$ cat config.mk
export PLATFORM = sky130hd
export DESIGN_NAME = kmc_div
export DESIGN_NICKNAME = d
export VERILOG_FILES = /design/src/hw/rtl/kmc_div.sv
export SDC_FILE = /design/constraint.sdc
export NUM_CORES = 1
export LEC_CHECK = 0
export BUFFER_PORTS_ARGS = -buffer_cell sky130_fd_sc_hd__buf_2
export CORE_MARGIN = 1.5
export CORE_UTILIZATION = 39
export CTS_BUF_LIST = sky130_fd_sc_hd__clkbuf_16
export CTS_CLUSTER_SIZE = 12
export DETAILED_ROUTE_END_ITERATION = 10
export PLACE_DENSITY_LB_ADDON = 0.2
export SYNTH_ARGS = -nofsm -noshare
export SYNTH_HDL_FRONTEND = slang
export SYNTH_SLANG_ARGS = --single-unit
$ cat constraint.sdc
create_clock -name clk_i -period 3.3 [get_ports clk_i]
set_input_delay 0 -clock clk_i [delete_from_list [all_inputs] [get_ports clk_i]]
set_output_delay 0 -clock clk_i [all_outputs]
set_load 0.005 [all_outputs]
$ cat src/hw/rtl/kmc_div.sv
// Bit-serial signed-by-unsigned divider, truncating toward zero
module kmc_div #(
  parameter int unsigned SW   = 42,
  parameter int unsigned CNTW = 11
) (
  input  logic          clk_i,
  input  logic          rst_ni,
  input  logic          start_i,
  input  logic [SW-1:0] dividend_i,
  input  logic [CNTW-1:0] divisor_i,
  output logic          done_o,
  output logic [31:0]   quotient_o
);

  localparam int unsigned CTW = $clog2(SW + 1);

  logic            busy_q;
  logic [CTW-1:0]  step_q;
  logic            done_q;
  logic            neg_q;
  logic [SW-1:0]   dvd_q;
  logic [CNTW-1:0] rem_q;
  logic [CNTW:0]   trial;
  logic [CNTW:0]   diff;
  logic            ge;

  // one quotient bit per cycle
  assign trial = {rem_q, dvd_q[SW-1]};
  assign diff  = trial - {1'b0, divisor_i};
  assign ge    = (trial >= {1'b0, divisor_i});

  // control
  always_ff @(posedge clk_i or negedge rst_ni) begin
    if (!rst_ni) begin
      busy_q <= 1'b0;
      step_q <= '0;
      done_q <= 1'b0;
    end else begin
      done_q <= 1'b0;
      if (start_i) begin
        busy_q <= 1'b1;
        step_q <= CTW'(SW);
      end else if (busy_q) begin
        step_q <= step_q - CTW'(1);
        if (step_q == CTW'(1)) begin
          busy_q <= 1'b0;
          done_q <= 1'b1;
        end
      end
    end
  end

  // datapath: magnitude shifts out, quotient bits shift in
  always_ff @(posedge clk_i) begin
    if (start_i) begin
      neg_q <= dividend_i[SW-1];
      dvd_q <= dividend_i[SW-1] ? (~dividend_i + SW'(1)) : dividend_i;
      rem_q <= '0;
    end else if (busy_q) begin
      rem_q <= ge ? diff[CNTW-1:0] : trial[CNTW-1:0];
      dvd_q <= {dvd_q[SW-2:0], ge};
    end
  end

  assign done_o     = done_q;
  assign quotient_o = neg_q ? (~dvd_q[31:0] + 32'd1) : dvd_q[31:0];

endmodule

* Word-level counts from Yosys, hierarchy flattened
Cells that the tools add are included.
Word-level totals: output and inout port bits 33, logic and storage cells 28, register bits after elaboration 62, input bits 56
Operators by class: add/sub/neg operators 4, equality and inequality tests 1, bitwise gates (word level) 2, reduce and logical (&&, ||, !) cells 1, multiplexer cells 13, magnitude comparators 1
Operators with widths (count):
- $mux W42 | 3
- $add A42 B1 Y42 const B | 1
- $not A42 Y42 | 1
- $add A32 B1 Y32 const B | 1
- $mux W32 | 1
- $not A32 Y32 | 1
- $ge A12 B11 Y1 | 1
- $mux W6 | 2
- $mux W11 | 1
- $sub A11 B11 Y11 | 1
- $eq A6 B1 Y1 const B | 1
- $mux W1 | 6
- $sub A6 B1 Y6 const B | 1
- $reduce_bool A2 Y1 | 1

* Depth between registers and ports, before layout
Gate-level depths: netlist of run 1.
depth after elaboration 4, mapped depth 10, depth with buffers taken out 9

* Least setup slack after synthesis of run 1
Ideal clock, no wire load.
path kind reg2reg, from reg dvd_q[41], to reg rem_q[2], library setup time 0.091 ns, arrival time 2.254 ns, stages on the path, launching flop included 11, clock period less this slack 2.345 ns, slack 0.955 ns, data required time 3.209 ns, cell sequence edfxtp_1 -> inv_1 -> ha_1 -> fa_1 -> nand2b_1 -> a21o_1 -> a21boi_0 -> o2111a_1 -> clkbuf_1 -> o21ai_0 -> a311oi_1
Between the ends: longest elaborated chain between the ends 2, elaborated cells between the ends (all ways) 3, classes of those cells add/sub (1); order compare (1); mux (1)
RTL lines:
- start, declared | RTL line 21 | logic [SW-1:0] dvd_q;
- start signal, assigned | RTL line 57 | dvd_q <= dividend_i[SW-1] ? (~dividend_i + SW'(1)) : dividend_i;
- start signal, assigned | RTL line 61 | dvd_q <= {dvd_q[SW-2:0], ge};
- $sub A11 B11 Y11 / $ge A12 B11 Y1 (equally long branches) | RTL line 29, 30
- $mux W11 * | RTL line 60 | rem_q <= ge ? diff[CNTW-1:0] : trial[CNTW-1:0];
- end signal, assigned | RTL line 60
- end, declared | RTL line 22 | logic [CNTW-1:0] rem_q;
Every way passes the cells marked *; elsewhere a longest branch is shown, timed or not. A chain may end at the register's enable or synchronous reset.

* Final worst setup path of run 1
from reg dvd_q[5], to out quotient_o[31]
Between the ends: longest elaborated chain between the ends 3
RTL lines:
- $not A32 Y32 | RTL line 66 | assign quotient_o = neg_q ? (~dvd_q[31:0] + 32'd1) : dvd_q[31:0];
- $add A32 B1 Y32 | RTL line 66
- $mux W32 | RTL line 66
- end, declared | RTL line 12 | output logic [31:0] quotient_o
No other way between the ends.

==> flow_summary.html, run 1 <==
<table>
<tr><th>Metric</th><th>Value</th></tr>
<tr><th colspan="2">Status</th></tr>
<tr><td>Outcome</td><td>finished, violations left</td></tr>
<tr><td>Violated checks</td><td>DRC</td></tr>
<tr><th colspan="2">Pwr</th></tr>
<tr><td>Internal power of the cells</td><td>2.09 mW</td></tr>
<tr><td>Combinational share of power</td><td>32.1%</td></tr>
<tr><td>Sequential share of power</td><td>36.1%</td></tr>
<tr><td>Cell leakage power</td><td>2.23 nW</td></tr>
<tr><td>Clock power share</td><td>31.8%</td></tr>
<tr><td>Peak VDD IR</td><td>0.293 mV</td></tr>
<tr><td>Cell Pwr Density</td><td>557 mW/mm^2</td></tr>
<tr><td>Sw Pwr</td><td>1.00 mW</td></tr>
<tr><td>Switching share of power</td><td>32.4%</td></tr>
<tr><th colspan="2">Synth</th></tr>
<tr><td>Count of synthesis-stage warnings from yosys</td><td>0</td></tr>
<tr><td>Count of state elements after synthesis</td><td>62</td></tr>
<tr><td>Share of flip-flops with an asynchronous set or reset</td><td>12.9%</td></tr>
<tr><td>Post-synthesis average cell area</td><td>8.70 sq um</td></tr>
<tr><td>Cell count after synthesis</td><td>536</td></tr>
<tr><td>Number of enable-type register cells in the synthesized netlist</td><td>43</td></tr>
<tr><td>Sequential cell area fraction in the yosys report</td><td>36.7%</td></tr>
<tr><td>Combined area of all synthesized cells</td><td>0.00466 sq mm</td></tr>
<tr><td>Synthesized net count</td><td>608</td></tr>
<tr><td>Distinct cell type count of the synthesized netlist</td><td>53</td></tr>
<tr><td>Most used DFF post-synth</td><td>sky130_fd_sc_hd__edfxtp_1</td></tr>
<tr><th colspan="2">Setup path</th></tr>
<tr><td>Slowest CP cell</td><td>sky130_fd_sc_hd__or3_1</td></tr>
<tr><td>Most used cell, CP</td><td>sky130_fd_sc_hd__or3_1</td></tr>
<tr><td>CP delay by family, top</td><td>simple AND/OR/NAND/NOR gates</td></tr>
<tr><td>Largest fanout on the critical path</td><td>5</td></tr>
<tr><td>Worst setup EP type</td><td>primary output</td></tr>
<tr><td>Crit path arrival time</td><td>2840 ps</td></tr>
<tr><td>CP Class</td><td>register to primary output</td></tr>
<tr><td>Worst Path Buf+Inv</td><td>1</td></tr>
<tr><td>Delay of the slowest critical-path stage</td><td>450 ps</td></tr>
<tr><td>Critical path startpoint category</td><td>register</td></tr>
<tr><td>Ordered list of cells on the worst path</td><td>or3_1 -&gt; or3_1 -&gt; nor2_1 -&gt; nand3_1 -&gt; o31ai_1 -&gt; xnor2_1 -&gt; buf_2</td></tr>
<tr><td>Data required time at the worst endpoint</td><td>3300 ps</td></tr>
<tr><th colspan="2">Finish</th></tr>
<tr><td>Final net count</td><td>687</td></tr>
<tr><td>Layout cells sized above 1</td><td>19.0%</td></tr>
<tr><td>Commonest cells after routing, fill and taps aside</td><td>88 x sky130_fd_sc_hd__buf_2, 63 x sky130_fd_sc_hd__nor2_1, 51 x sky130_fd_sc_hd__a21oi_1</td></tr>
<tr><td>Signed area change from the synthesized netlist to the final layout</td><td>18.9%</td></tr>
<tr><td>Final design utilization</td><td>48.2%</td></tr>
<tr><td>Most common library cell in the layout ignoring fill and taps</td><td>sky130_fd_sc_hd__buf_2</td></tr>
<tr><td>N_diodes</td><td>0</td></tr>
<tr><th colspan="2">GRT</th></tr>
<tr><td>Global-route wire length before repair</td><td>19.2 mm</td></tr>
<tr><td>Initial antenna violation count</td><td>0</td></tr>
<tr><td>GRT Total Usage</td><td>18.8%</td></tr>
<tr><td>Overflow after GRT</td><td>0</td></tr>
<tr><td>Vias in the first global route</td><td>3952</td></tr>
<tr><td>Maximum number of pins on one net before global-route repair</td><td>47</td></tr>
<tr><th colspan="2">Floorplan</th></tr>
<tr><td>Effective utilization at floorplan</td><td>40.5%</td></tr>
<tr><td>Chip height</td><td>112 um</td></tr>
<tr><td>Die Area</td><td>0.0126 sq mm</td></tr>
<tr><td>I/O pin count</td><td>89</td></tr>
<tr><td>Die width</td><td>112 um</td></tr>
<tr><td>Number of standard-cell rows in the floorplan</td><td>39</td></tr>
<tr><td>Placeable core region</td><td>0.0115 sq mm</td></tr>
<tr><th colspan="2">Routing</th></tr>
<tr><td>Antenna-violating nets left</td><td>0</td></tr>
<tr><td>Routed wire length</td><td>11.7 mm</td></tr>
<tr><td>Mean number of vias per cell</td><td>5.57</td></tr>
<tr><td>Drt drc</td><td>7</td></tr>
<tr><td>Routed len/inst</td><td>15.3 um</td></tr>
<tr><td>Vias post-DR</td><td>4247</td></tr>
<tr><td>Starting DRC count in detailed routing</td><td>322</td></tr>
<tr><td>Number of iterations in the first detailed-routing pass</td><td>8</td></tr>
<tr><th colspan="2">Timing</th></tr>
<tr><td>Worst Skew</td><td>5.09 ps</td></tr>
<tr><td>Final hold violations</td><td>0</td></tr>
<tr><td>Worst slew pin tran</td><td>1010 ps</td></tr>
<tr><td>Setup repair after global routing missed its margin</td><td>no</td></tr>
<tr><td>Fmax achieved</td><td>0.352 GHz</td></tr>
<tr><td>Tightest slew margin relative to the limit</td><td>32.8%</td></tr>
<tr><td>Post-route setup TNS</td><td>0 ps</td></tr>
<tr><td>Final Cycle Share</td><td>86.0%</td></tr>
<tr><td>Max Transition Viols Final</td><td>0</td></tr>
<tr><td>Number of setup violations in the final report</td><td>0</td></tr>
<tr><td>Final critical path time including I/O delays and setup</td><td>2840 ps</td></tr>
<tr><th colspan="2">Clocking</th></tr>
<tr><td>Buffers inserted by post-CTS timing repair</td><td>0</td></tr>
<tr><td>Largest buffer count on any clock path</td><td>2</td></tr>
<tr><td>Cts hold-fix bufs</td><td>1</td></tr>
<tr><td>Clk sink count</td><td>62</td></tr>
<tr><td>TritonCTS clock tree</td><td>done</td></tr>
<tr><td>Clock buffers created by TritonCTS</td><td>9</td></tr>
<tr><td>Deepest level of the CTS H-tree</td><td>3</td></tr>
<tr><td>Clock transition time at the flip-flop clock pins of the worst setup and hold paths</td><td>50 ps</td></tr>
<tr><td>Clock tree root driver cell</td><td>sky130_fd_sc_hd__clkbuf_16</td></tr>
<tr><td>Number of cells upsized or downsized after cts</td><td>0</td></tr>
<tr><td>Worst skew pair latency</td><td>330 ps</td></tr>
<tr><th colspan="2">Place</th></tr>
<tr><td>Port Buffer Count</td><td>88</td></tr>
<tr><td>HPWL after detailed placement</td><td>8.69 mm</td></tr>
<tr><td>Routability congestion estimate</td><td>0.856</td></tr>
<tr><th colspan="2">Flow run</th></tr>
<tr><td>Number of max-capacitance violations reported</td><td>0</td></tr>
<tr><th colspan="2">Min path</th></tr>
<tr><td>Hold crit path type</td><td>primary input to asynchronous set/reset pin</td></tr>
</table>
==> final timing paths <==
path | end | startpoint | cells past startpoint | slack, ps
hold / removal | step_q[0] | rst_ni | 2 | 50
max in group asynchronous | busy_q | rst_ni | 2 | 3080
setup reg to reg | rem_q[1] | dvd_q[41] | 10 | 780
min in group clk_i | dvd_q[30] | dividend_i[30] | 3 | 90
hold reg to reg | rem_q[9] | rem_q[9] | 2 | 520
setup / recovery | quotient_o[31] | dvd_q[5] | 7 | 460
==> metal layers <==
layer | wire (um) | GRT usage [%] | up-vias
met3 | 563 | 2.59 | 12
met5 | 0 | 0 | -
met1 | 5420 | 25.2 | 1982
met2 | 5530 | 31.0 | 130
met4 | 175 | 6.92 | 0
li1 | - | - | 2123
==> Yosys cell counts, types with 2 or more instances <==
cell type / number / area, sq um
sky130_fd_sc_hd__nand4_1: 3 / 18.8
sky130_fd_sc_hd__inv_1: 23 / 86.3
sky130_fd_sc_hd__or4_1: 7 / 52.6
sky130_fd_sc_hd__or2_2: 3 / 18.8
sky130_fd_sc_hd__nor3_1: 11 / 55.1
sky130_fd_sc_hd__o31ai_1: 23 / 173
sky130_fd_sc_hd__a21oi_1: 51 / 255
sky130_fd_sc_hd__or4_4: 2 / 22.5
sky130_fd_sc_hd__clkbuf_1: 27 / 101
sky130_fd_sc_hd__o41ai_2: 2 / 32.5
sky130_fd_sc_hd__xor2_1: 41 / 359
sky130_fd_sc_hd__o41ai_1: 8 / 70.1
sky130_fd_sc_hd__nor4_1: 6 / 37.5
sky130_fd_sc_hd__o21a_1: 2 / 15.0
sky130_fd_sc_hd__a21o_1: 4 / 30.0
sky130_fd_sc_hd__o21ai_0: 37 / 185
sky130_fd_sc_hd__nor2b_1: 3 / 18.8
sky130_fd_sc_hd__a211oi_1: 3 / 22.5
sky130_fd_sc_hd__dfrtp_1: 8 / 200
sky130_fd_sc_hd__a2111oi_0: 2 / 17.5
sky130_fd_sc_hd__nor2_1: 63 / 236
sky130_fd_sc_hd__ha_1: 15 / 188
sky130_fd_sc_hd__edfxtp_1: 43 / 1290
sky130_fd_sc_hd__nand2b_1: 12 / 75.1
sky130_fd_sc_hd__xnor2_1: 38 / 333
sky130_fd_sc_hd__nand3_1: 16 / 80.1
sky130_fd_sc_hd__a311oi_1: 9 / 78.8
sky130_fd_sc_hd__nand2_1: 29 / 109
sky130_fd_sc_hd__and3_1: 2 / 12.5
sky130_fd_sc_hd__dfxtp_1: 11 / 220
sky130_fd_sc_hd__o2111ai_1: 2 / 17.5
sky130_fd_sc_hd__or3_1: 9 / 56.3
==> final cells by class <==
| cell class | instances | area [sq um] |
|---|---|---|
| fill | 1116 | 5970 |
| multi-input combinational | 422 | 2750 |
| sequential | 62 | 1710 |
| timing repair buffer | 97 | 510 |
| clock buffer | 9 | 225 |
| tap | 143 | 179 |
| inverter | 23 | 86.3 |
| clock inverter | 7 | 81.3 |
==> registers in the layout (all words and copies together) (netlist names) <==
| name | count |
|---|---|
| done_o | 1 |
| step_q | 6 |
| rem_q | 11 |
| busy_q | 1 |
| neg_q | 1 |
| dvd_q | 42 |
==> logic make-up (layout without fill, tap and decap cells) <==
family                   Yosys count  count (layout)  synth area share, %
XOR/XNOR                          79              79                 14.8
multiplexers                       1               1                0.215
buffers and inverters             52             136                 4.27
flip-flops                        62              62                 36.7
AND/OR/NAND/NOR                  172             172                 18.2
AO/OA/AOI/OAI                    154             154                 21.3
adder cells (fa/ha/maj)           16              16                 4.45
==> power by group through the flow <==
stage	logic [mW]	registers (mW)	clock network (mW)
5_1_grt	1.12	1.14	1.03
6_report	0.992	1.12	0.981
4_1_cts	0.993	1.12	0.999
3_3_place_gp	0.966	1.13	0
3_5_place_dp	0.987	1.13	0
2_1_floorplan	0.722	1.08	0
==> metrics by stage <==
step                      setup WS (ps)  hold WS [ps]  power [mW]  instances  cell area, sq um
after floorplan                     955          -296        1.80        536              4660
after global placement              865          -146        2.09        746              5230
after detailed placement            802          -142        2.12        746              5230
after CTS                           504          39.3        3.11        763              5550
after global routing                328          66.4        3.29        763              5550
final                               463          46.8        3.09        763              5550
Power figures use the tool's default switching activity.
==> inputs of run 2 (changes only) <==
--- a/config.mk
+++ b/config.mk
@@ -6,11 +6,13 @@
 export NUM_CORES = 1
 export LEC_CHECK = 0
 export BUFFER_PORTS_ARGS = -buffer_cell sky130_fd_sc_hd__buf_2
+export CAP_MARGIN = 20
 export CORE_MARGIN = 1.5
 export CORE_UTILIZATION = 39
 export CTS_BUF_LIST = sky130_fd_sc_hd__clkbuf_16
 export CTS_CLUSTER_SIZE = 12
 export DETAILED_ROUTE_END_ITERATION = 10
+export HOLD_SLACK_MARGIN = 0.1
 export PLACE_DENSITY_LB_ADDON = 0.2
 export SYNTH_ARGS = -nofsm -noshare
 export SYNTH_HDL_FRONTEND = slang
==> run 2 against run 1 <==
Against the previous run: the run now ends clean; clock skew is essentially flat; hold slack gained 62 ps; clock power is essentially flat; sequential cell count is the same; sequential power is essentially flat; first-iteration DRC count grew 8.4%; die area is the same; power grew 0.53%; final cell count grew 2.0%; highest routed layer unchanged.
==> flow_summary.html, run 2 (synthesis gave the netlist of run 1 again) <==
<table>
<tr><th>Metric</th><th>Value</th></tr>
<tr><th colspan="2">Min path</th></tr>
<tr><td>Hold crit path type</td><td>primary input to register</td></tr>
<tr><td>Worst-case hold path end point</td><td>dvd_q[36]</td></tr>
<tr><td>Hold Startpoint</td><td>dividend_i[36]</td></tr>
<tr><td>Min-Delay Path Depth</td><td>3</td></tr>
<tr><th colspan="2">Timing</th></tr>
<tr><td>Worst setup margin</td><td>477 ps (+14.8 ps)</td></tr>
<tr><td>Setup repair after global routing missed its margin</td><td>no</td></tr>
<tr><td>Final Cycle Share</td><td>85.5% (-0.45 points)</td></tr>
<tr><td>Tightest slew margin relative to the limit</td><td>32.3% (-0.59 points)</td></tr>
<tr><td>Worst slew pin tran</td><td>1020 ps (+8.91 ps)</td></tr>
<tr><td>Number of setup violations in the final report</td><td>0 (unchanged)</td></tr>
<tr><td>Max Transition Viols Final</td><td>0 (unchanged)</td></tr>
<tr><td>Fmax achieved</td><td>0.354 GHz (+0.52%)</td></tr>
<tr><td>Post-route setup TNS</td><td>0 ps (unchanged)</td></tr>
<tr><td>Final hold violations</td><td>0 (unchanged)</td></tr>
<tr><td>Final critical path time including I/O delays and setup</td><td>2820 ps (-14.8 ps)</td></tr>
<tr><td>Worst Skew</td><td>5.02 ps (-0.0706 ps)</td></tr>
<tr><th colspan="2">Clocking</th></tr>
<tr><td>Worst skew pair latency</td><td>330 ps (about the same)</td></tr>
<tr><td>Largest buffer count on any clock path</td><td>2 (unchanged)</td></tr>
<tr><td>TritonCTS clock tree</td><td>done</td></tr>
<tr><td>Clock buffers created by TritonCTS</td><td>9 (unchanged)</td></tr>
<tr><td>Clock tree root driver cell</td><td>sky130_fd_sc_hd__clkbuf_16</td></tr>
<tr><td>Buffers inserted by post-CTS timing repair</td><td>0 (unchanged)</td></tr>
<tr><td>Deepest level of the CTS H-tree</td><td>3 (unchanged)</td></tr>
<tr><td>Clk sink count</td><td>62 (unchanged)</td></tr>
<tr><td>Clock transition time at the flip-flop clock pins of the worst setup and hold paths</td><td>50 ps (about the same)</td></tr>
<tr><th colspan="2">Setup path</th></tr>
<tr><td>Crit path arrival time</td><td>2820 ps (-20 ps)</td></tr>
<tr><td>Worst setup slack for register-to-register paths</td><td>750 ps (-30 ps)</td></tr>
<tr><td>End of the worst register-to-register path</td><td>rem_q[1]</td></tr>
<tr><td>Slowest CP cell</td><td>sky130_fd_sc_hd__or3_1</td></tr>
<tr><td>Worst Path Buf+Inv</td><td>1 (unchanged)</td></tr>
<tr><td>Ordered list of cells on the worst path</td><td>or3_1 -&gt; or3_1 -&gt; nor2_1 -&gt; nand3_1 -&gt; o31ai_1 -&gt; xnor2_1 -&gt; buf_2</td></tr>
<tr><td>R2R depth</td><td>10 (unchanged)</td></tr>
<tr><td>Delay of the slowest critical-path stage</td><td>450 ps (about the same)</td></tr>
<tr><td>CP delay by family, top</td><td>simple AND/OR/NAND/NOR gates</td></tr>
<tr><td>Data required time at the worst endpoint</td><td>3300 ps (about the same)</td></tr>
<tr><td>Critical path startpoint category</td><td>register</td></tr>
<tr><td>Worst setup EP type</td><td>primary output</td></tr>
<tr><td>Startpoint of the worst-slack reg-to-reg timing path</td><td>dvd_q[41]</td></tr>
<tr><td>CP Class</td><td>register to primary output</td></tr>
<tr><td>Largest fanout on the critical path</td><td>5 (unchanged)</td></tr>
<tr><td>Most used cell, CP</td><td>sky130_fd_sc_hd__or3_1</td></tr>
<tr><th colspan="2">GRT</th></tr>
<tr><td>Vias in the first global route</td><td>4016 (+1.6%)</td></tr>
<tr><td>GRT Total Usage</td><td>18.9% (+0.14 points)</td></tr>
<tr><td>Maximum number of pins on one net before global-route repair</td><td>47 (unchanged)</td></tr>
<tr><td>Global-route wire length before repair</td><td>19.3 mm (+0.79%)</td></tr>
<tr><td>Initial antenna violation count</td><td>0 (unchanged)</td></tr>
<tr><td>Overflow after GRT</td><td>0 (unchanged)</td></tr>
<tr><th colspan="2">Place</th></tr>
<tr><td>Placement-stage worst setup slack</td><td>802 ps (unchanged)</td></tr>
<tr><td>Port Buffer Count</td><td>88 (unchanged)</td></tr>
<tr><td>HPWL after detailed placement</td><td>8.69 mm (unchanged)</td></tr>
<tr><td>Routability congestion estimate</td><td>0.856 (unchanged)</td></tr>
<tr><td>Area after DPL</td><td>0.00523 sq mm (unchanged)</td></tr>
<tr><td>Number of cells after detailed placement</td><td>746 (unchanged)</td></tr>
<tr><th colspan="2">Floorplan</th></tr>
<tr><td>Effective utilization at floorplan</td><td>40.5% (unchanged)</td></tr>
<tr><td>Number of standard-cell rows in the floorplan</td><td>39 (unchanged)</td></tr>
<tr><td>I/O pin count</td><td>89 (unchanged)</td></tr>
<tr><td>Placeable core region</td><td>0.0115 sq mm (unchanged)</td></tr>
<tr><td>Die width</td><td>112 um (unchanged)</td></tr>
<tr><td>Chip height</td><td>112 um (unchanged)</td></tr>
<tr><td>Die Area</td><td>0.0126 sq mm (unchanged)</td></tr>
<tr><th colspan="2">Routing</th></tr>
<tr><td>Mean number of vias per cell</td><td>5.55 (-0.33%)</td></tr>
<tr><td>Routed wire length</td><td>11.8 mm (+1.2%)</td></tr>
<tr><td>Antenna-violating nets left</td><td>0 (unchanged)</td></tr>
<tr><td>Drt drc</td><td>0 (-7)</td></tr>
<tr><td>Starting DRC count in detailed routing</td><td>349 (+8.4%)</td></tr>
<tr><td>Vias post-DR</td><td>4316 (+1.6%)</td></tr>
<tr><td>Number of iterations in the first detailed-routing pass</td><td>7 (-1)</td></tr>
<tr><td>Routed len/inst</td><td>15.2 um (-0.70%)</td></tr>
<tr><th colspan="2">Pwr</th></tr>
<tr><td>Clock power share</td><td>31.6% (-0.2 points)</td></tr>
<tr><td>Total design power</td><td>3.10 mW (+0.53%)</td></tr>
<tr><td>Sequential share of power</td><td>36.0% (about the same)</td></tr>
<tr><td>Cell leakage power</td><td>2.29 nW (+2.8%)</td></tr>
<tr><td>Switching share of power</td><td>32.4% (about the same)</td></tr>
<tr><td>Combinational share of power</td><td>32.4% (+0.3 points)</td></tr>
<tr><td>Sw Pwr</td><td>1.01 mW (+0.46%)</td></tr>
<tr><td>Cell Pwr Density</td><td>545 mW/mm^2 (-2.1%)</td></tr>
<tr><td>Peak VDD IR</td><td>0.292 mV (about the same)</td></tr>
<tr><td>Internal power of the cells</td><td>2.10 mW (+0.56%)</td></tr>
<tr><th colspan="2">Finish</th></tr>
<tr><td>Cell Count, Final, Fillers Out</td><td>778 (+2.0%)</td></tr>
<tr><td>Largest register FFs</td><td>42 (unchanged)</td></tr>
<tr><td>Filler Cell Count</td><td>1101 (-1.3%)</td></tr>
<tr><td>Signed area change from the synthesized netlist to the final layout</td><td>22.2%</td></tr>
<tr><td>Final standard cell area without fillers</td><td>0.00570 sq mm (+2.7%)</td></tr>
<tr><td>Final net count</td><td>702 (+2.2%)</td></tr>
<tr><td>Most common library cell in the layout ignoring fill and taps</td><td>sky130_fd_sc_hd__buf_2</td></tr>
<tr><td>Commonest cells after routing, fill and taps aside</td><td>88 x sky130_fd_sc_hd__buf_2, 63 x sky130_fd_sc_hd__nor2_1, 51 x sky130_fd_sc_hd__a21oi_1</td></tr>
<tr><td>Top Registers</td><td>dvd_q x42, rem_q x11, step_q x6</td></tr>
<tr><td>N_diodes</td><td>0 (unchanged)</td></tr>
<tr><td>Register with the most flip-flops</td><td>dvd_q</td></tr>
<tr><td>Layout cells sized above 1</td><td>18.6% (-0.45 points)</td></tr>
<tr><th colspan="2">Status</th></tr>
<tr><td>Outcome</td><td>completed</td></tr>
<tr><th colspan="2">Flow run</th></tr>
<tr><td>Number of max-capacitance violations reported</td><td>0 (unchanged)</td></tr>
</table>
==> run 2: stage by stage <==
stage | hold WS, ps | utilization (%)
floorplan | -296 | -
global placement | -146 | 45.4
detailed placement | -142 | 45.4
CTS | 100 | 49.5
global route | 115 | 49.5
finish | 109 | 49.5
==> run 2: how the worst max path moves through the flow <==
| stage | start | to | cells past startpoint |
|---|---|---|---|
| after global routing | dvd_q[13] | quotient_o[31] | 7 |
| final | dvd_q[5] | quotient_o[31] | 7 |
| after CTS | dvd_q[5] | quotient_o[31] | 7 |
| after floorplan | dvd_q[41] | rem_q[2] | 10 |
| after detailed placement | dvd_q[41] | rem_q[9] | 9 |
| after global placement | dvd_q[41] | rem_q[1] | 9 |
==> run 2: what timing repair did <==
action                    CTS  global route
hold buffers               16             0
resized for setup           0             0
hold endpoints to repair   22             0
==> run 2: cell type report <==
type                            instances  area [sq um]  share of cell area [%]
Clock buffer                            9           225                    3.95
Clock inverter                          7          81.3                    1.43
Inverter                               23          86.3                    1.52
Multi-Input combinational cell        422          2750                    48.3
Sequential cell                        62          1710                    30.0
Tap cell                              143           179                    3.14
Timing Repair Buffer                  112           661                    11.6
==> run 2: worst min-delay path, stage by stage <==
cell and delay (ps):
sky130_fd_sc_hd__buf_2 90, sky130_fd_sc_hd__xor2_1 60, sky130_fd_sc_hd__a21oi_1 160
==> run 2: per-layer routing <==
metal,global-route usage [%],routed length [um],part of all wire (%),vias to the layer above
met5,0,0,0,-
met4,6.67,146,1.2,0
met3,2.75,529,4.5,10
met2,31.5,5630,48,122
met1,25.2,5530,47,2028
li1,-,-,-,2156
==> run 2: power by group through the flow <==
stage	Sequential (mW)	Combinational, mW	Clock, mW
global route	1.14	1.13	1.03
detailed placement	1.13	0.987	0
finish	1.12	1.01	0.981
floorplan	1.08	0.722	0
global placement	1.13	0.966	0
CTS	1.12	1.01	0.999
==> inputs of run 3 (changes only) <==
--- a/config.mk
+++ b/config.mk
@@ -14,6 +14,7 @@
 export DETAILED_ROUTE_END_ITERATION = 10
 export HOLD_SLACK_MARGIN = 0.1
 export PLACE_DENSITY_LB_ADDON = 0.2
+export REMOVE_ABC_BUFFERS = 1
 export SYNTH_ARGS = -nofsm -noshare
 export SYNTH_HDL_FRONTEND = slang
 export SYNTH_SLANG_ARGS = --single-unit
==> run 3 against run 2 <==
Against the previous run: the flow now finishes with violations (DRC); via count shrank 2.2%; count of clock-buffer cells in the layout is the same; hold slack lost 1.1 ps; first-iteration DRC count shrank 11%.
==> flow_summary.html, run 3 (synthesis gave the netlist of run 1 again) <==
<table>
<tr><th>Metric</th><th>Value</th></tr>
<tr><th colspan="2">Timing</th></tr>
<tr><td>Fmax achieved</td><td>0.378 GHz (+6.6%)</td></tr>
<tr><td>Max Transition Viols Final</td><td>0 (unchanged)</td></tr>
<tr><td>Number of setup violations in the final report</td><td>0 (unchanged)</td></tr>
<tr><td>Tightest slew margin relative to the limit</td><td>34.8% (+2.6 points)</td></tr>
<tr><td>Final critical path time including I/O delays and setup</td><td>2650 ps (-176 ps)</td></tr>
<tr><td>Setup repair after global routing missed its margin</td><td>no</td></tr>
<tr><td>Final Cycle Share</td><td>80.2% (-5.3 points)</td></tr>
<tr><td>Post-route setup TNS</td><td>0 ps (unchanged)</td></tr>
<tr><td>Worst slew pin tran</td><td>978 ps (-38.5 ps)</td></tr>
<tr><td>Worst Skew</td><td>7.36 ps (+2.34 ps)</td></tr>
<tr><td>Final hold violations</td><td>0 (unchanged)</td></tr>
<tr><td>Worst setup margin</td><td>653 ps (+176 ps)</td></tr>
<tr><th colspan="2">Finish</th></tr>
<tr><td>Final standard cell area without fillers</td><td>0.00558 sq mm (-2.1%)</td></tr>
<tr><td>N_diodes</td><td>0 (unchanged)</td></tr>
<tr><td>Final net count</td><td>692 (-1.4%)</td></tr>
<tr><td>Top Registers</td><td>dvd_q x42, rem_q x11, step_q x6</td></tr>
<tr><td>Filler Cell Count</td><td>1141 (+3.6%)</td></tr>
<tr><td>Commonest cells after routing, fill and taps aside</td><td>88 x sky130_fd_sc_hd__buf_2, 63 x sky130_fd_sc_hd__nor2_1, 51 x sky130_fd_sc_hd__a21oi_1</td></tr>
<tr><td>Signed area change from the synthesized netlist to the final layout</td><td>19.6%</td></tr>
<tr><td>Sequential cell area</td><td>0.00171 sq mm (unchanged)</td></tr>
<tr><td>Register with the most flip-flops</td><td>dvd_q</td></tr>
<tr><td>Largest register FFs</td><td>42 (unchanged)</td></tr>
<tr><td>Most common library cell in the layout ignoring fill and taps</td><td>sky130_fd_sc_hd__buf_2</td></tr>
<tr><td>Layout cells sized above 1</td><td>18.7% (+0.14 points)</td></tr>
<tr><td>Area taken by multi-input logic gates</td><td>0.00276 sq mm (about the same)</td></tr>
<tr><th colspan="2">Floorplan</th></tr>
<tr><td>Die width</td><td>112 um (unchanged)</td></tr>
<tr><td>Number of standard-cell rows in the floorplan</td><td>39 (unchanged)</td></tr>
<tr><td>Effective utilization at floorplan</td><td>40.5% (unchanged)</td></tr>
<tr><td>Placeable core region</td><td>0.0115 sq mm (unchanged)</td></tr>
<tr><td>Die Area</td><td>0.0126 sq mm (unchanged)</td></tr>
<tr><td>I/O pin count</td><td>89 (unchanged)</td></tr>
<tr><td>Chip height</td><td>112 um (unchanged)</td></tr>
<tr><th colspan="2">Setup path</th></tr>
<tr><td>Critical path startpoint category</td><td>register</td></tr>
<tr><td>CP delay by family, top</td><td>simple AND/OR/NAND/NOR gates</td></tr>
<tr><td>Worst setup EP type</td><td>primary output</td></tr>
<tr><td>Worst Path Buf+Inv</td><td>1 (unchanged)</td></tr>
<tr><td>Data required time at the worst endpoint</td><td>3300 ps (about the same)</td></tr>
<tr><td>CP Class</td><td>register to primary output</td></tr>
<tr><td>Ordered list of cells on the worst path</td><td>or3_1 -&gt; or3_1 -&gt; nor2_1 -&gt; nand3_1 -&gt; o31ai_1 -&gt; xnor2_1 -&gt; buf_2</td></tr>
<tr><td>Delay of the slowest critical-path stage</td><td>450 ps (about the same)</td></tr>
<tr><td>Slowest CP cell</td><td>sky130_fd_sc_hd__or3_1</td></tr>
<tr><td>Largest fanout on the critical path</td><td>5 (unchanged)</td></tr>
<tr><td>Most used cell, CP</td><td>sky130_fd_sc_hd__or3_1</td></tr>
<tr><td>Crit path arrival time</td><td>2650 ps (-170 ps)</td></tr>
<tr><th colspan="2">Place</th></tr>
<tr><td>HPWL after detailed placement</td><td>8.52 mm (-1.9%)</td></tr>
<tr><td>Area after DPL</td><td>0.00522 sq mm (-0.24%)</td></tr>
<tr><td>Port Buffer Count</td><td>88 (unchanged)</td></tr>
<tr><td>Routability congestion estimate</td><td>0.838 (-2.1%)</td></tr>
<tr><td>Placement-stage worst setup slack</td><td>738 ps (-64.3 ps)</td></tr>
<tr><th colspan="2">Routing</th></tr>
<tr><td>Vias post-DR</td><td>4219 (-2.2%)</td></tr>
<tr><td>Number of iterations in the first detailed-routing pass</td><td>8 (+1)</td></tr>
<tr><td>Drt drc</td><td>8 (+8)</td></tr>
<tr><td>Mean number of vias per cell</td><td>5.49 (-0.97%)</td></tr>
<tr><td>Routed wire length</td><td>11.6 mm (-2.0%)</td></tr>
<tr><td>Routed len/inst</td><td>15.1 um (-0.75%)</td></tr>
<tr><td>Starting DRC count in detailed routing</td><td>309 (-11%)</td></tr>
<tr><td>Antenna-violating nets left</td><td>0 (unchanged)</td></tr>
<tr><th colspan="2">Pwr</th></tr>
<tr><td>Cell Pwr Density</td><td>540 mW/mm^2 (-0.82%)</td></tr>
<tr><td>Internal power of the cells</td><td>2.02 mW (-4.0%)</td></tr>
<tr><td>Combinational share of power</td><td>33.3% (+0.9 points)</td></tr>
<tr><td>Sequential share of power</td><td>37.0% (+1.0 points)</td></tr>
<tr><td>Switching share of power</td><td>33.2% (+0.78 points)</td></tr>
<tr><td>Peak VDD IR</td><td>0.281 mV (-3.9%)</td></tr>
<tr><td>Clock power share</td><td>29.7% (-1.9 points)</td></tr>
<tr><td>Cell leakage power</td><td>2.24 nW (-2.4%)</td></tr>
<tr><td>Sw Pwr</td><td>1.00 mW (-0.52%)</td></tr>
<tr><th colspan="2">GRT</th></tr>
<tr><td>Highest-utilization routing layer at the global route stage</td><td>met2</td></tr>
<tr><td>Global-route wire length before repair</td><td>19.3 mm (about the same)</td></tr>
<tr><td>Initial antenna violation count</td><td>0 (unchanged)</td></tr>
<tr><td>Maximum number of pins on one net before global-route repair</td><td>78 (+66%)</td></tr>
<tr><td>GRT met3 Usage</td><td>2.97% (+0.22 points)</td></tr>
<tr><td>GRT Total Usage</td><td>18.9% (-0.071 points)</td></tr>
<tr><td>Vias in the first global route</td><td>4044 (+0.70%)</td></tr>
<tr><td>Global-route track usage on met1</td><td>24.6% (-0.67 points)</td></tr>
<tr><td>Global routing met2 resource utilization</td><td>31.5% (-0.082 points)</td></tr>
<tr><td>Overflow after GRT</td><td>0 (unchanged)</td></tr>
<tr><th colspan="2">Clocking</th></tr>
<tr><td>Clock transition time at the flip-flop clock pins of the worst setup and hold paths</td><td>50 ps (about the same)</td></tr>
<tr><td>Largest buffer count on any clock path</td><td>2 (unchanged)</td></tr>
<tr><td>Clock buffers created by TritonCTS</td><td>9 (unchanged)</td></tr>
<tr><td>Clk sink count</td><td>62 (unchanged)</td></tr>
<tr><td>Deepest level of the CTS H-tree</td><td>3 (unchanged)</td></tr>
<tr><td>TritonCTS clock tree</td><td>done</td></tr>
<tr><td>Worst skew pair latency</td><td>320 ps (about the same)</td></tr>
<tr><td>Clock tree root driver cell</td><td>sky130_fd_sc_hd__clkbuf_16</td></tr>
<tr><th colspan="2">Flow run</th></tr>
<tr><td>Number of max-capacitance violations reported</td><td>0 (unchanged)</td></tr>
<tr><th colspan="2">Min path</th></tr>
<tr><td>Hold crit path type</td><td>primary input to register</td></tr>
<tr><th colspan="2">Status</th></tr>
<tr><td>Outcome</td><td>finished, violations left</td></tr>
<tr><td>Violated checks</td><td>DRC</td></tr>
</table>
## run 3: worst register-to-register path, cell delays in order, from the launching register on
cell and delay, ps:
sky130_fd_sc_hd__edfxtp_1 350, sky130_fd_sc_hd__inv_1 50, sky130_fd_sc_hd__ha_1 200, sky130_fd_sc_hd__fa_1 410, sky130_fd_sc_hd__nand2b_1 180, sky130_fd_sc_hd__a21o_1 180
sky130_fd_sc_hd__a21boi_0 260, sky130_fd_sc_hd__o2111a_1 440, sky130_fd_sc_hd__o21ai_0 170, sky130_fd_sc_hd__a311oi_1 280
## run 3: path summary, 6_finish.rpt
path                       slack (ps)        endpoint  cells after the start           from
setup / recovery                  650  quotient_o[25]                      7       dvd_q[5]
hold / removal                    110        dvd_q[3]                      3  dividend_i[3]
setup reg to reg                  700        rem_q[9]                      9      dvd_q[41]
hold reg to reg                   520        rem_q[8]                      2       rem_q[8]
max in group asynchronous        2390          done_o                      3         rst_ni
min in group asynchronous         650       step_q[3]                      3         rst_ni
## run 3: routing by layer
layer	part of all wire, %	routed length (um)
met1	47	5410
met4	2.5	286
met5	0	0
met3	4.1	475
met2	47	5420
## run 3: power by group through the flow
stage / clock, mW / combinational (mW) / sequential [mW]
finish: 0.896 / 1.00 / 1.12
global route: 0.946 / 1.13 / 1.14
CTS: 0.914 / 1.00 / 1.11
detailed placement: 0 / 0.988 / 1.13
global placement: 0 / 0.967 / 1.12
floorplan: 0 / 0.682 / 1.08
## run 3: repair_timing
item,CTS,global route
buffers inserted,0,0
endpoints found under the hold margin,14,0
hold buffers,8,0
endpoints found under the setup margin,0,0
gates resized for setup,0,0
## run 3: metrics by stage
step / hold WS (ps) / std cells / total power [mW] / util (%)
2_1_floorplan: -296 / 507 / 1.76 / -
3_3_place_gp: -152 / 744 / 2.09 / 45.3
3_5_place_dp: -145 / 744 / 2.12 / 45.3
4_1_cts: 101 / 768 / 3.03 / 48.4
5_1_grt: 115 / 768 / 3.21 / 48.4
6_report: 108 / 768 / 3.02 / 48.4
## run 3: layout make-up
class | count | share of cell area (%)
tap | 143 | 3.21
sequential | 62 | 30.7
multi-input combinational | 422 | 49.4
inverter | 23 | 1.55
clock inverter | 7 | 1.01
timing repair buffer | 102 | 10.1
clock buffer | 9 | 4.04
